--- config.mk ---
export PLATFORM = sky130hd
export DESIGN_NAME = cugw_wcell
export DESIGN_NICKNAME = d
export VERILOG_FILES = /design/src/rtl/core/cugw_pkg.sv /design/src/rtl/core/cugw_cell.sv
export SDC_FILE = /design/constraint.sdc
export NUM_CORES = 1
export LEC_CHECK = 0
export BUFFER_PORTS_ARGS = -buffer_cell sky130_fd_sc_hd__buf_2
export CAP_MARGIN = 30
export CORE_UTILIZATION = 40
export CTS_BUF_LIST = sky130_fd_sc_hd__clkbuf_8
export DETAILED_ROUTE_END_ITERATION = 8
export PLACE_DENSITY_LB_ADDON = 0.08
export SETUP_SLACK_MARGIN = 0.02
export SLEW_MARGIN = 10
export SYNTH_ARGS = -nofsm -noshare
export SYNTH_HDL_FRONTEND = slang
export SYNTH_SLANG_ARGS = --single-unit
--- constraint.sdc ---
create_clock -name clk_i -period 5.2 [get_ports clk_i]
set_input_delay 0.78 -clock clk_i [delete_from_list [all_inputs] [get_ports clk_i]]
set_output_delay 0.78 -clock clk_i [all_outputs]
set_load 0.005 [all_outputs]
--- src/rtl/core/cugw_pkg.sv ---
`timescale 1ns / 1ps
`default_nettype none
package cugw_pkg;
  localparam int unsigned AddrW  = 30;
  localparam int unsigned CntW   = 6;
  localparam int unsigned OrbW   = 5;
  // binomial weights up to C(32,16) fit in 30 bits, the walk weight needs one more
  localparam int unsigned BinW   = 30;
  localparam int unsigned WgtW   = 31;
  localparam int unsigned MaxRes = 32;
  localparam int unsigned MaxOrb = 32;
  localparam int unsigned WopW   = 3;

  typedef enum logic {
    RegOrbitals  = 1'b0,
    RegElectrons = 1'b1
  } reg_idx_e;

  typedef enum logic [2:0] {
    StIdle,
    StSetup,
    StCheck,
    StWalk,
    StEmit
  } state_e;

  // operations of a weight cell
  typedef enum logic [WopW-1:0] {
    WHold,
    WSeed,
    WUp,
    WDown,
    WAdd,
    WSub
  } wop_e;
endpackage
`default_nettype wire

--- src/rtl/core/cugw_cell.sv ---
`timescale 1ns / 1ps
`default_nettype none


// one binomial weight cell; lo is the lower neighbour, hi the upper one
module cugw_wcell (
  input  wire                       clk_i,
  input  wire [cugw_pkg::WopW-1:0]  op_i,
  input  wire [cugw_pkg::BinW-1:0]  seed_i,
  input  wire [cugw_pkg::BinW-1:0]  lo_i,
  input  wire [cugw_pkg::BinW-1:0]  hi_i,
  output logic [cugw_pkg::BinW-1:0] val_o
);
  logic [cugw_pkg::BinW-1:0] val_q, val_d;
  always_comb begin
    val_d = val_q;
    unique case (cugw_pkg::wop_e'(op_i))
      cugw_pkg::WHold: val_d = val_q;
      cugw_pkg::WSeed: val_d = seed_i;
      cugw_pkg::WUp:   val_d = lo_i;
      cugw_pkg::WDown: val_d = hi_i;
      cugw_pkg::WAdd:  val_d = val_q + lo_i;
      cugw_pkg::WSub:  val_d = val_q - hi_i;
      default:         val_d = val_q;
    endcase
  end
  always_ff @(posedge clk_i) begin
    val_q <= val_d;
  end
  assign val_o = val_q;
endmodule
`default_nettype wire

==> summary by stage <==
Run status
The run finished with clean final reports.

Final layout
The register with the most flip-flops in the layout has 30 of them. The fraction of layout cells with a size suffix above 1 is 25.4%. For this run, the post-layout net count is 753. After routing the design area is 4960 um^2. Compared with the post-synthesis result, the final layout area differs by 22.3%. The most frequent standard cell in the layout excluding fill and tap cells is buf_2. 0 antenna diodes ended up in the layout.

The top cell types in the final layout, fill and taps aside, are buf_2 (123), nand2_1 (56), o21ai_0 (43).

Timing
In the finished design, the share of the clock period the worst path needs comes to 87.7%. The final hold violation count was 0. The actual transition at the worst max-transition pin is 0.843 ns.

Headroom to the max-slew limit came out at 43.8%. The post-layout minimum cycle time is 4.56 ns. Across all hold checks on the routed design, the worst slack comes to 0.752 ns.

Summed over all failing endpoints, the final setup total negative slack is 0 ns. Setup violations remaining at the end of the flow were counted as 0. The number of max-slew violations in the final report is 0.

Setup repair after global routing left no endpoint under its margin. Clock skew on the completed layout was measured at 0.0172 ns. Derived from the worst setup path, the maximum achievable clock frequency is 0.219 GHz.

CTS
TritonCTS built the clock tree. The later pin in the worst-skew pair is clocked with a latency of 0.30 ns. The post-CTS setup buffer count is 0. The quantity of gates resized following cts is 0. The number of levels in the clock H-tree is 2.

The maximum clock path buffer count is 2. The clock transition at the registers of the reported paths is 0.08 ns. Buffers inserted to repair hold after CTS numbered 0. The buffer cell driving the clock tree root is clkbuf_8.

The clock net in this run drives a total of 30 sinks. Counting the buffers created by CTS gives 5.

GRT
The first global-routing pass estimated 21,300 um of wire. The number of antenna violations at the first check in global routing is 0. The number of global-route vias before repair was 4,347.

The largest net degree at the start of global routing is 32. The final global-route overflow total is 0. In the global route stage, overall resource usage came out at 26.0%.

Route
Dividing the detail-routed wire length by the instance count gives 17.8 um. Before antenna repair, the detailed router went through 6 iterations. The total number of vias is 4,478. For this run, design rule violations remaining after detail routing come to 0. The mean number of vias per cell is 5.89. The number of routed nets with antenna violations is 0.

The total wirelength of the detailed-routed design is 13,500 um. For this block, the initial DRC count from the detailed router was 291.

Die
The starting utilization of the core area is 41.3%. The horizontal die dimension is 103 um. The floorplan step set the die height to 103 um. After floorplanning, the core was sized to cover 9820 um^2. The die outline area is 10,500 um^2. The boundary pin count is 124. The number of standard-cell rows in the floorplan is 36.

Placed design
The count of port buffers added during placement is 123. After legalization and detailed placement, the total HPWL measured 10,500 um. The final RePlAce weighted congestion is 0.931.

After detailed placement, the total cell area comes to 4870 um^2.

Worst setup path
STA classifies the critical path endpoint as a flop. The endpoint arrival time on the critical path is 4.70 ns. The worst setup path is launched from an input pin. The highest net fanout along the worst path is 9. The data required time of the worst path is 5.34 ns.

The kind of critical path is input pin to flop.

Synth
The synthesized design devotes to its leading area cell type 22.2% of total area. Sequential elements use 22.2% of the synthesized area. The average footprint of a synthesized cell is 7.92 um^2. The mapped netlist covers 4050 um^2.

The synthesized net count is 638. Yosys mapped a number of flops with a built-in enable equal to 30. Yosys printed 0 warnings. The synthesized netlist cell count is 512. The distinct cell type count of the synthesized netlist is 63. The count of state elements after synthesis is 30. In the synthesized netlist the async set-or-reset flop fraction comes to 0%. The most instantiated flip-flop cell in the synthesis netlist is edfxtp_1. The cell type with the highest aggregate area in the netlist is edfxtp_1. In the post-synthesis netlist, the biggest area contributors are edfxtp_1 (22%), ha_1 (9.6%), xnor2_1 (6.3%).

Flow run
Max-cap violations in this run came to 0.

Worst hold path
The worst hold path belongs to the class input pin to flop.

Power
Power comes to 1.29 mW. Power spread over the standard cell area amounts to 259 nW/um^2. Summed over all cells, the static leakage comes to 2.23 nW. The worst IR drop on VDD is 0.114 mV.
-- power breakdown --
group / total, mW / internal [mW] / switching, mW
Sequential: 0.351 / 0.323 / 0.0284
Clock: 0.195 / 0.0901 / 0.105
Combinational: 0.740 / 0.325 / 0.415
Total: 1.29 / 0.738 / 0.548
-- per-stage QoR --
step / util, % / setup WS [ns] / instances
final: 50.5 / 0.640 / 760
after global routing: 50.5 / 0.283 / 760
after CTS: 50.4 / 0.656 / 758
after detailed placement: 49.6 / 0.364 / 751
after global placement: 49.3 / 0.496 / 750
after floorplan: - / 0.857 / 512
-- worst max-delay path, cell delays in order --
cell	delay (ns)
buf_2	0.12
nor4_1	0.48
nand2_1	0.12
or2_1	0.30
nand3b_1	0.26
nor2_1	0.16
xor2_1	0.16
nand2_1	0.06
o21ai_0	0.09
ha_1	0.36
a211oi_1	0.27
nor2_1	0.10
o311ai_0	0.29
a21oi_1	0.11
a211oi_1	0.34
o21ai_1	0.12
a2111oi_0	0.40
nand4b_1	0.19
-- layout make-up --
type	count	area, um^2
clock buffer	5	68.8
fill	1027	4860
multi-input combinational	427	2970
sequential	30	901
inverter	24	90.1
clock inverter	2	10.0
timing repair buffer	139	756
tap	133	166
-- logic make-up (layout without fill, tap and decap cells) --
group | count (synthesis) | in the layout | share of synthesized area (%)
compound gates | 178 | 178 | 29.7
flops | 30 | 30 | 22.2
fa+ha+maj | 32 | 32 | 10.1
mux | 10 | 10 | 2.56
simple gates | 155 | 155 | 19.1
buf+inv | 55 | 170 | 5.09
xor+xnor | 52 | 52 | 11.2
-- routing by layer --
layer | track usage (%) | up-vias | wire length (um)
met5 | 0 | - | 0
met4 | 6.81 | 0 | 153
met3 | 4.34 | 13 | 998
met2 | 43.2 | 174 | 6160
met1 | 34.9 | 2120 | 6230
li1 | - | 2171 | -
-- final timing paths --
path / from / end / slack [ns] / cells after the start
worst max-delay path: lo_i[4] / val_o[25] / 0.64 / 18
worst min register to register: val_o[29] / val_o[29] / 0.85 / 3
worst min-delay path: seed_i[7] / val_o[7] / 0.75 / 2
worst max register to register: val_o[0] / val_o[28] / 1.88 / 11
-- cell usage after synthesis (6+ instances only) --
| master | number |
|---|---|
| nand2_1 | 56 |
| o21ai_0 | 43 |
| a21oi_1 | 38 |
| nor2_1 | 33 |
| ha_1 | 31 |
| edfxtp_1 | 30 |
| xnor2_1 | 29 |
| clkbuf_1 | 25 |
| inv_1 | 24 |
| xor2_1 | 23 |
| a221oi_1 | 20 |
| nor3_1 | 11 |
| a21o_1 | 8 |
| a222oi_1 | 8 |
| a2bb2oi_1 | 8 |
| nand3_1 | 8 |
| nand4_1 | 8 |
| mux2i_1 | 7 |
| o21a_1 | 7 |
| a31oi_1 | 6 |
| buf_1 | 6 |
Power figures use the tool's default switching activity.
