### src/rtl/core/cugw_pkg.sv
`timescale 1ns / 1ps
`default_nettype none
package cugw_pkg;
  localparam int unsigned AddrW  = 30;
  localparam int unsigned CntW   = 6;
  localparam int unsigned OrbW   = 5;
  // binomial weights up to C(32,16) fit in 30 bits, the walk weight needs one more
  localparam int unsigned BinW   = 30;
  localparam int unsigned WgtW   = 31;
  localparam int unsigned MaxRes = 32;
  localparam int unsigned MaxOrb = 32;
  localparam int unsigned WopW   = 3;

  typedef enum logic {
    RegOrbitals  = 1'b0,
    RegElectrons = 1'b1
  } reg_idx_e;

  typedef enum logic [2:0] {
    StIdle,
    StSetup,
    StCheck,
    StWalk,
    StEmit
  } state_e;

  // operations of a weight cell
  typedef enum logic [WopW-1:0] {
    WHold,
    WSeed,
    WUp,
    WDown,
    WAdd,
    WSub
  } wop_e;
endpackage
`default_nettype wire

### src/rtl/core/cugw_cell.sv
`timescale 1ns / 1ps
`default_nettype none
// one buffer cell of the shift chain; shifts toward lower index
module cugw_cell (
  input  wire                       clk_i,
  input  wire                       load_i,
  input  wire                       shift_i,
  input  wire [cugw_pkg::OrbW-1:0]  load_val_i,
  input  wire [cugw_pkg::OrbW-1:0]  nbr_i,
  output logic [cugw_pkg::OrbW-1:0] val_o
);
  logic [cugw_pkg::OrbW-1:0] val_q;
  always_ff @(posedge clk_i) begin
    if (load_i) val_q <= load_val_i;
    else if (shift_i) val_q <= nbr_i;
  end
  assign val_o = val_q;
endmodule

`default_nettype wire

### config.mk
export PLATFORM = sky130hd
export DESIGN_NAME = cugw_cell
export DESIGN_NICKNAME = d
export VERILOG_FILES = /design/src/rtl/core/cugw_pkg.sv /design/src/rtl/core/cugw_cell.sv
export SDC_FILE = /design/constraint.sdc
export NUM_CORES = 1
export LEC_CHECK = 0
export BUFFER_PORTS_ARGS = -buffer_cell sky130_fd_sc_hd__buf_2
export CAP_MARGIN = 20
export CORE_AREA = 2 2 39 41
export DETAILED_ROUTE_END_ITERATION = 6
export DIE_AREA = 0 0 41 43
export PLACE_DENSITY = 0.38
export RECOVER_POWER = 100
export SLEW_MARGIN = 5
export SYNTH_ARGS = -nofsm -noshare
export SYNTH_HDL_FRONTEND = slang
export SYNTH_SLANG_ARGS = --single-unit
### constraint.sdc
create_clock -name clk_i -period 0.8 [get_ports clk_i]
set_input_delay 0.12 -clock clk_i [delete_from_list [all_inputs] [get_ports clk_i]]
set_output_delay 0.12 -clock clk_i [all_outputs]
set_load 0.03 [all_outputs]
==> results of run 1 <==
-- layout make-up --
| class | instances | area [µm²] | area share |
|---|---|---|---|
| sequential | 5 | 150 | 0.401 |
| timing repair buffer | 17 | 115 | 0.308 |
| clock buffer | 4 | 26.3 | 0.0702 |
| multi-input combinational | 6 | 62.6 | 0.167 |
| tap | 16 | 20.0 | 0.0535 |
-- logic make-up (layout without fill, tap and decap cells) --
group / after synthesis / in the layout
buffers and inverters: 0 / 21
flip-flops: 5 / 5
multiplexers: 5 / 5
AND/OR/NAND/NOR: 1 / 1
-- power groups by stage --
stage | registers, W | logic (W) | clock network (W)
finish | 0.000335 | 0.000176 | 0.000294
global route | 0.000337 | 0.000189 | 0.000324
CTS | 0.000336 | 0.000179 | 0.000307
detailed placement | 0.000333 | 0.000146 | 0
global placement | 0.000332 | 0.000146 | 0
floorplan | 0.000395 | 0.0000261 | 0
-- per-layer routing --
layer  vias to the layer above  routed length [µm]
li1                         86                   -
met1                        64                 168
met2                        14                 163
met3                         0                  83
met4                         0                   0
met5                         -                   0
-- through the flow --
stage	setup WS [ps]	TNS (ps)	instances
3_5_place_dp	-103	-942	44
3_3_place_gp	-94.6	-837	44
5_1_grt	-116	-547	48
6_report	-84.3	-398	48
4_1_cts	-97.2	-460	48
2_1_floorplan	91.9	0	11
-- final timing paths --
path / startpoint / endpoint / slack, ps / cells past startpoint
worst max-delay path: val_o[0]$_DFFE_PP_ / val_o[0] / -80 / 1
worst min-delay path: nbr_i[1] / val_o[1]$_DFFE_PP_ / 180 / 2
-- synthesized netlist by cell type --
| master | number | area, µm² |
|---|---|---|
| or2_2 | 1 | 6.26 |
| mux2_2 | 5 | 56.3 |
| edfxtp_1 | 5 | 150 |
-- timing repair --
| action | in CTS | in global routing |
|---|---|---|
| endpoints found under the setup margin | 5 | 5 |
| pin swaps | 0 | 0 |
| gates resized for setup | 10 | 0 |
==> results by stage, run 1 <==
Layout:
- The commonest non-fill, non-tap cell in the layout is buf_2.
- The share of final-layout standard cells stronger than drive strength 1 is 0.781.
- Relative to the synthesized area, the layout overhead comes to 75.9%.
- At the end of the flow the core is filled with cells to 0.270.
- The count of inserted antenna diode cells is 0.
- The flip-flop count of the largest register after layout is 5.
- The number of inserted filler cells in the final layout is 151.
- The finished cells cover 374 µm².
- The layout net count is 46.
- The top cell types in the final layout, fill and taps aside, are buf_2 (11), mux2_2 (5), buf_6 (5), edfxtp_1 (5), clkbuf_4 (3).

Power and ir drop:
- The power per unit of standard cell area is 2150 nW/µm².
- The standby leakage power is 0.163 nW.
- The share of total power dissipated in sequential elements is 0.416.
- The fraction of power spent switching nets is 0.252.
- The combinational power share is 0.218.
- The switching power of the nets is 0.000203 W.
- The internal power of the cells totals 0.000602 W.
- The worst-case IR drop observed on VDD is 0.000813 V.
- The part of the total power dissipated in the clock network is 0.366.
- The sum of internal, switching and leakage power is 0.000805 W.

Logic synthesis:
- The combinational family with the most area after synthesis is multiplexers.
- The post-synthesis sequential area ratio is 0.706.
- The total nets after synthesis is 24.
- The total of warnings raised by yosys is 0.
- Of the post-synthesis cell area, the part taken by muxes is 0.265.
- The netlist uses 3 different library cells.
- The area fraction in and, or, nand and nor cells after synthesis is 0.0294.
- Of the total synthesized cell area, the portion taken by XOR and XNOR cells is 0.
- The synthesized netlist occupies a cell area of 213 µm².
- Of the total synthesized cell area, the portion taken by full adders, half adders and majority gates is 0.
- The synthesized instance count is 11.
- The average footprint of a synthesized cell is 19.3 µm².
- The synthesized flop and latch total is 5.
- The area fraction in compound gates after synthesis came to 0.

STA:
- Setup repair after global routing could not meet its margin everywhere.
- The final cycle utilization of the critical path is 1.11.
- The final-report max-slew violation count was 0.
- The hold violation total from the final report is 0.
- Measured against its own limit, the worst slew margin works out to 0.811.
- Setup violations remaining at the end of the flow were counted as 5.
- The upper clock frequency limit is 1130 MHz.
- Counting I/O delays and the setup requirement, the final critical path takes 884 ps.
- The final worst slack is -84.3 ps.
- For the pin with the worst max-slew slack, the measured transition is 283 ps.
- On the final layout, the worst hold slack is 179 ps.

Drt:
- The number of DRC markers after the initial detailed-route iteration is 2.
- Once detail routing completed, the nets flagged for antenna violations numbered 0.
- The length of the first detailed-routing pass in iterations is 2.
- After detailed routing, the number of vias per cell comes to 3.42.
- Wires add up to 415 µm.
- The residual DRC count is 0.
- Summing over every cut layer, the via total after detailed routing is 164.
- The detailed-route wire length per cell is 8.65 µm.

Critical path:
- At the worst endpoint, the required time is 680 ps.
- STA classifies the critical path endpoint as an output port.
- The critical path in this run is classified as reg2out.
- Grouping stages by cell kind, the critical path spends the most delay in flip-flops.
- The buffering stage count on the worst path with inverters included is 1.
- The critical path's slowest cell is edfxtp_1.
- The critical path data arrival time is 760 ps.
- The worst setup path is launched from a register.
- Traced cell by cell, the critical path runs through buf_6.
- For this run, the slowest stage of the critical path takes 370 ps.
- In this run the worst path has a maximum fanout of 1.

Min path:
- The worst min-delay path class is in2reg.

Clock network:
- After clock tree synthesis, the clock-pin slew on the worst setup and hold paths is 40 ps.
- TritonCTS created 3 clock buffers.
- In this run the deepest clock path goes through 2 buffers.
- The root buffer cell chosen for the clock tree is clkbuf_4.
- The number of H-tree levels is 1.
- The CTS tree is done.
- In this run the post-CTS setup repair buffer count came out at 0.
- The number of hold buffers added after CTS is 0.
- The clock drives 5 sinks.

Floorplanning:
- The overall die width is 41 µm.
- The standard-cell row count is 14.
- The die outline area is 1760 µm².
- For this configuration, the core starts out at a cell density of 0.154.
- In this run the standard cell core region covers 1380 µm².
- Pin placement for this block handled 18 I/O pins.
- The height of the die is 43 µm.

GRT:
- The global router's overall resource usage is 0.0566.
- The met2 layer usage reported by global route is 0.0688.
- The most congested layer reported by global routing is met2.
- The wire length of the first global-routing pass is 593 µm.
- The routing usage on met3 is 0.0419.
- Entering global routing, the biggest net connects 7 pins.
- The fraction of met1 tracks used by global routing is 0.0559.
- The number of antenna violations at the first check in global routing is 0.
- The overall overflow remaining after global route is 0.
- The via count of the first global-routing pass is 173.

Run status:
- The flow ran to the end, but the final reports show violations.
- The final reports fail on setup timing.

Placed design:
- The count of buffers added on input and output ports is 17.
- The area after detailed placement is 318 µm².
- At the end of routability-driven placement, the weighted congestion stood at 0.541.

Job:
- The max-cap violation count is 0.
(Power assumes the default switching activity.)
==> inputs of run 2 (changes only) <==
--- a/config.mk
+++ b/config.mk
@@ -10,7 +10,7 @@
 export CORE_AREA = 2 2 39 41
 export DETAILED_ROUTE_END_ITERATION = 6
 export DIE_AREA = 0 0 41 43
-export PLACE_DENSITY = 0.38
+export PLACE_DENSITY = 0.37
 export RECOVER_POWER = 100
 export SLEW_MARGIN = 5
 export SYNTH_ARGS = -nofsm -noshare
==> constraint.sdc (replaced) <==
create_clock -name clk_i -period 1 [get_ports clk_i]
set_input_delay 0.15 -clock clk_i [delete_from_list [all_inputs] [get_ports clk_i]]
set_output_delay 0.15 -clock clk_i [all_outputs]
set_load 0.03 [all_outputs]
==> run 2 against run 1 <==
The run now ends clean; final area shrank 8.4%; clock power fell by 23%; core utilization is 2.3 points lower.
==> results by stage, run 2 (synthesis results as in run 1) <==
Critical path:
- The critical path starts at val_o[4]$_DFFE_PP_.
- Counting both buffers and inverters, the worst setup path holds a total of 1.
- On the worst path, the slowest cell contributes a delay of 360 ps.
- STA puts the critical path data required time at 850 ps.
- The category of the critical setup timing path is reg2out.
- The slowest stage of the critical path belongs to the cell edfxtp_1.
- STA classifies the critical path startpoint as a register.
- The signal on the critical path passes through clkbuf_2.
- The maximum fanout encountered on the critical timing path is 1.
- The kind of cell with the highest combined delay along the critical path is flip-flops.
- The number of cells on the critical path is 1.
- The critical path data arrival time is 790 ps.
- The sort of element at the end of the critical path is an output port.

STA:
- Summed over all failing endpoints, the final setup total negative slack is 0 ps.
- The post-route minimum period is 938 ps.
- The final setup violation count is 0.
- The final worst slack is 61.7 ps.
- The final cycle utilization of the critical path is 0.938.
- The pin slew with the least headroom to its limit is 295 ps.
- The hold violation total from the final report came to 0.
- In this run the tightest slew margin relative to its limit is 0.803.
- Setup repair after global routing left no endpoint under its margin.
- The final-report max-slew violation count came to 0.
- Static timing analysis puts the maximum clock frequency at 1070 MHz.

Drt:
- After detailed routing, the average wire length per cell comes to 9.71 µm.
- The first detailed-routing pass took 2 iterations.
- After the first detailed-routing iteration, the DRC count stood at 1.
- The count of nets left with antenna violations once routing finished came out at 0.
- After detailed routing, the number of remaining DRC violations is 0.
- The average via count per standard cell is 3.48.
- The final wirelength is 466 µm.
- Detailed routing inserted a total of 167 vias.

Clock network:
- After clock tree synthesis, the flow added hold-fix buffers numbering 0.
- The number of clock buffers added by TritonCTS is 3.
- Gates resized during post-CTS repair numbered 0.
- The number of H-tree levels is 1.
- The CTS tree is done.
- The maximum number of buffers from clock root to sink is 2.
- After clock tree synthesis, the clock-pin slew on the worst setup and hold paths is 40 ps.
- The TritonCTS sink count is 5.
- Once the clock tree was built, the setup fixing pass inserted 0 buffers.
- The master cell of the clock root buffer is clkbuf_4.

Floorplanning:
- The core area is 1380 µm².
- The initial utilization of the core area, before any placement, comes to 0.154.
- The standard-cell row count is 14.
- The die outline area is 1760 µm².
- The height of the die is 43 µm.
- The die is 41 µm wide.
- The number of I/O pins is 18.

Layout:
- The post-route cell area is 343 µm².
- The count of inserted antenna diode cells is 0.
- The layout net count is 46.
- In the layout the commonest cells are buf_2 (11), mux2_2 (5), clkbuf_2 (5), edfxtp_1 (5), clkbuf_4 (3).
- The commonest non-fill, non-tap cell in the layout is buf_2.
- The flip-flop count of the largest register after layout is 5.
- Compared with the post-synthesis result, the final layout area differs by 61.2%.
- The filler-free cell count of the finished design is 48.
- The share of final-layout standard cells stronger than drive strength 1 is 0.781.

Placed design:
- After detailed placement, the design holds a cell count of 44.
- Input and output buffers added on the ports amount to 17.
- Once placement finished, the instance area stood at 318 µm².
- OpenSTA, run right after detailed placement, puts the worst setup slack at 83.4 ps.
- The placer congestion estimate is 0.643.

Min path:
- For hold timing, the worst endpoint is val_o[3]$_DFFE_PP_.
- The startpoint identified for the worst hold timing path is load_val_i[3].
- The worst min-delay path class is in2reg.
- The worst hold path was traced through 2 stages.

GRT:
- The via count of the first global-routing pass is 185.
- The global router's overall resource usage is 0.0676.
- After global routing the overflow that remains totals 0.
- The first global-routing pass estimated 676 µm of wire.
- The maximum number of pins on one net before global-route repair is 7.
- The number of antenna violations at the first check in global routing is 0.

Power and ir drop:
- Power spread over the standard cell area amounts to 1770 nW/µm².
- IR analysis of the VDD net gives a maximum drop of 0.000281 V.
- The completed layout was analyzed and its total power is 0.000607 W.
- For this design the static power due to leakage is 0.153 nW.

Job:
- Max-cap violations in this run came to 0.

Run status:
- The run finished with clean final reports.
[run 2: cell types whose count changed in the layout (fill, tap and decap cells not counted)]
cell and change:
buf_6 -5, clkbuf_2 +5
[run 2: routing by layer]
layer	global-route usage	wire length [µm]	up-vias	part of all wire
met1	0.0458	143	78	0.31
met3	0.0157	24	0	0.052
li1	-	-	84	-
met2	0.100	299	5	0.64
met4	0.120	0	0	0
met5	0	0	-	0
[run 2: cell type report]
cell class,instances,area [µm²]
clock buffer,4,26.3
multi-input combinational,6,62.6
tap,16,20.0
timing repair buffer,17,83.8
sequential,5,150
fill,145,1040
[run 2: worst max-delay path by stage]
stage	to	slack, ps
2_1_floorplan	val_o[0]$_DFFE_PP_	260
3_3_place_gp	val_o[0]$_DFFE_PP_	90
3_5_place_dp	val_o[3]$_DFFE_PP_	80
4_1_cts	val_o[4]	60
5_1_grt	val_o[3]	20
6_report	val_o[4]	60
[run 2: stage by stage]
stage / utilization / hold slack [ps]
after floorplan: - / 370
after global placement: 0.230 / 463
after detailed placement: 0.230 / 459
final: 0.248 / 215
after CTS: 0.249 / 207
after global routing: 0.248 / 217
[run 2: power by group]
group / switching [W] / internal, W
clock: 0.0000768 / 0.000150
sequential: 0.00000605 / 0.000258
combinational: 0.0000700 / 0.0000454
total: 0.000153 / 0.000454
==> inputs of run 3 (changes only) <==
--- a/config.mk
+++ b/config.mk
@@ -10,6 +10,7 @@
 export CORE_AREA = 2 2 39 41
 export DETAILED_ROUTE_END_ITERATION = 6
 export DIE_AREA = 0 0 41 43
+export GPL_TIMING_DRIVEN = 0
 export PLACE_DENSITY = 0.37
 export RECOVER_POWER = 100
 export SLEW_MARGIN = 5
==> run 3 against run 2 <==
Final area unchanged; critical path type unchanged; cell count unchanged; total power down 1.2%; die area unchanged; worst setup slack better by 15 ps; combinational power about the same; largest cell class unchanged; non-clock buffer count unchanged.
==> results by stage, run 3 (synthesis results as in run 1) <==
Critical path:
- The startpoint class of the critical path is a register.
- Data on the critical path is required at its endpoint by 850 ps.
- The critical path's slowest cell is edfxtp_1.
- The timing startpoint of the critical path is val_o[3]$_DFFE_PP_.
- The family of cells with the greatest summed delay on the critical path is flip-flops.
- By startpoint and endpoint, the worst setup path is classified as reg2out.
- The sort of element at the end of the critical path is an output port.
- The critical path data arrival time is 770 ps.
- The number of cells on the critical path is 1.
- The critical path's largest stage delay is 350 ps.
- Traced cell by cell, the critical path runs through clkbuf_2.
- Following the worst setup path forward leads to its endpoint at val_o[3].
- The maximum fanout encountered on the critical timing path is 1.
- Counting both buffers and inverters, the worst setup path holds a total of 1.

Clock network:
- After clock tree synthesis, the clock-pin slew on the worst setup and hold paths is 40 ps.
- The tree is rooted in a clkbuf_4.
- The number of H-tree levels is 1.
- Once the clock tree was built, the setup fixing pass inserted 0 buffers.
- The CTS tree is done.
- The number of hold buffers added after CTS is 0.
- The number of gates resized after cts is 0.
- The number of buffers created by CTS is 3.
- The maximum number of buffers from clock root to sink is 2.
- The TritonCTS sink count is 5.

Floorplanning:
- The floorplan step defined a core boundary enclosing 1380 µm².
- The standard-cell row count is 14.
- The overall die width is 41 µm.
- The height of the die is 43 µm.
- The die outline area is 1760 µm².
- The effective utilization at floorplan is 0.154.
- During I/O placement, the number of pins put on the boundary was 18.

Layout:
- Leaving out fill and tap cells, the most frequent cell in the layout is buf_2.
- The area growth from synthesis to final layout is 61.2%.
- For this run, the post-layout net count is 46.
- Leaving out fill and tap cells, the most frequent cells in the layout are buf_2 (11), mux2_2 (5), clkbuf_2 (5), edfxtp_1 (5), clkbuf_4 (3).
- The final core area utilization is 0.248.
- The post-route cell area is 343 µm².
- The register with the most flip-flops in the layout has 5 of them.
- The count of inserted antenna diode cells is 0.
- The share of final-layout standard cells stronger than drive strength 1 is 0.781.

STA:
- Of the available clock period, the critical path in the final layout requires 0.923.
- The final hold slack is 224 ps.
- The worst pin sits at a relative slew slack of 0.820.
- The hold violation total from the final report came to 0.
- Setup violations remaining at the end of the flow were counted as 0.
- Setup repair after global routing left no endpoint under its margin.
- The post-route minimum period is 923 ps.
- Setup total negative slack on the finished layout was measured at 0 ps.
- The final-report max-slew violation count is 0.
- Static timing analysis puts the maximum clock frequency at 1080 MHz.
- For the pin with the worst max-slew slack, the measured transition is 269 ps.

GRT:
- Entering global routing, the biggest net connects 7 pins.
- For this run, the total global-route usage over all layers was measured as 0.0657.
- The first global-routing pass estimated 696 µm of wire.
- Summed over all layers, the global routing overflow is 0.
- The number of antenna violations at the first check in global routing is 0.
- The via count of the first global-routing pass is 190.

Drt:
- The number of DRC markers after the initial detailed-route iteration is 3.
- The number of nets still failing antenna checks after routing is 0.
- The length of the first detailed-routing pass in iterations is 3.
- For this run, design rule violations remaining after detail routing come to 0.
- After detailed routing, the total wire length is 446 µm.
- In the routed layout, each cell is associated on average with a via count of 3.65.
- The detailed-route wire length per cell is 9.29 µm.
- The detailed router placed 175 vias in this run.

Run status:
- The run finished with clean final reports.

Placed design:
- At the end of routability-driven placement, the weighted congestion stood at 0.626.
- The number of port buffers is 17.
- The area after detailed placement is 318 µm².

Power and ir drop:
- The design draws 0.000600 W.
- For this design the ratio of total power to cell area is 1750 nW/µm².
- The standby leakage power is 0.153 nW.
- The worst vdd rail ir drop is 0.000366 V.

Job:
- The tool flagged a number of max-cap violations equal to 0.

Min path:
- The worst min-delay path class is in2reg.
- The start point of the worst hold path is nbr_i[0].
## run 3: cell counts in the layout (fill, tap and decap cells not counted)
Identical to the previous run, type by type.
## run 3: where the power goes
part | switching (W) | internal, W
registers | 0.00000501 | 0.000258
clock network | 0.0000705 | 0.000150
logic | 0.0000707 | 0.0000455
total | 0.000146 | 0.000454
## run 3: final cells by class
class | instances | area (µm²)
Clock buffer | 4 | 26.3
Fill cell | 154 | 1040
Multi-Input combinational cell | 6 | 62.6
Sequential cell | 5 | 150
Tap cell | 16 | 20.0
Timing Repair Buffer | 17 | 83.8
## run 3: through the flow
stage | std cells | worst slack (ps)
after floorplan | 11 | 262
after global placement | 44 | 87.0
after detailed placement | 44 | 86.4
after CTS | 48 | 72.7
after global routing | 48 | 26.3
final | 48 | 77.0
## run 3: metal layers
metal  global-route usage  routed length [µm]
met1               0.0493                 114
met2                0.100                 297
met3               0.0314                  34
met4               0.0800                   0
met5                    0                   0
## run 3: worst min path at each step
stage / endpoint / slack (ps) / cells after the start
after floorplan: val_o[0]$_DFFE_PP_ / 370 / 1
after global placement: val_o[4]$_DFFE_PP_ / 460 / 2
after detailed placement: val_o[4]$_DFFE_PP_ / 460 / 2
after CTS: val_o[0]$_DFFE_PP_ / 220 / 2
after global routing: val_o[0]$_DFFE_PP_ / 210 / 2
final: val_o[0]$_DFFE_PP_ / 220 / 2
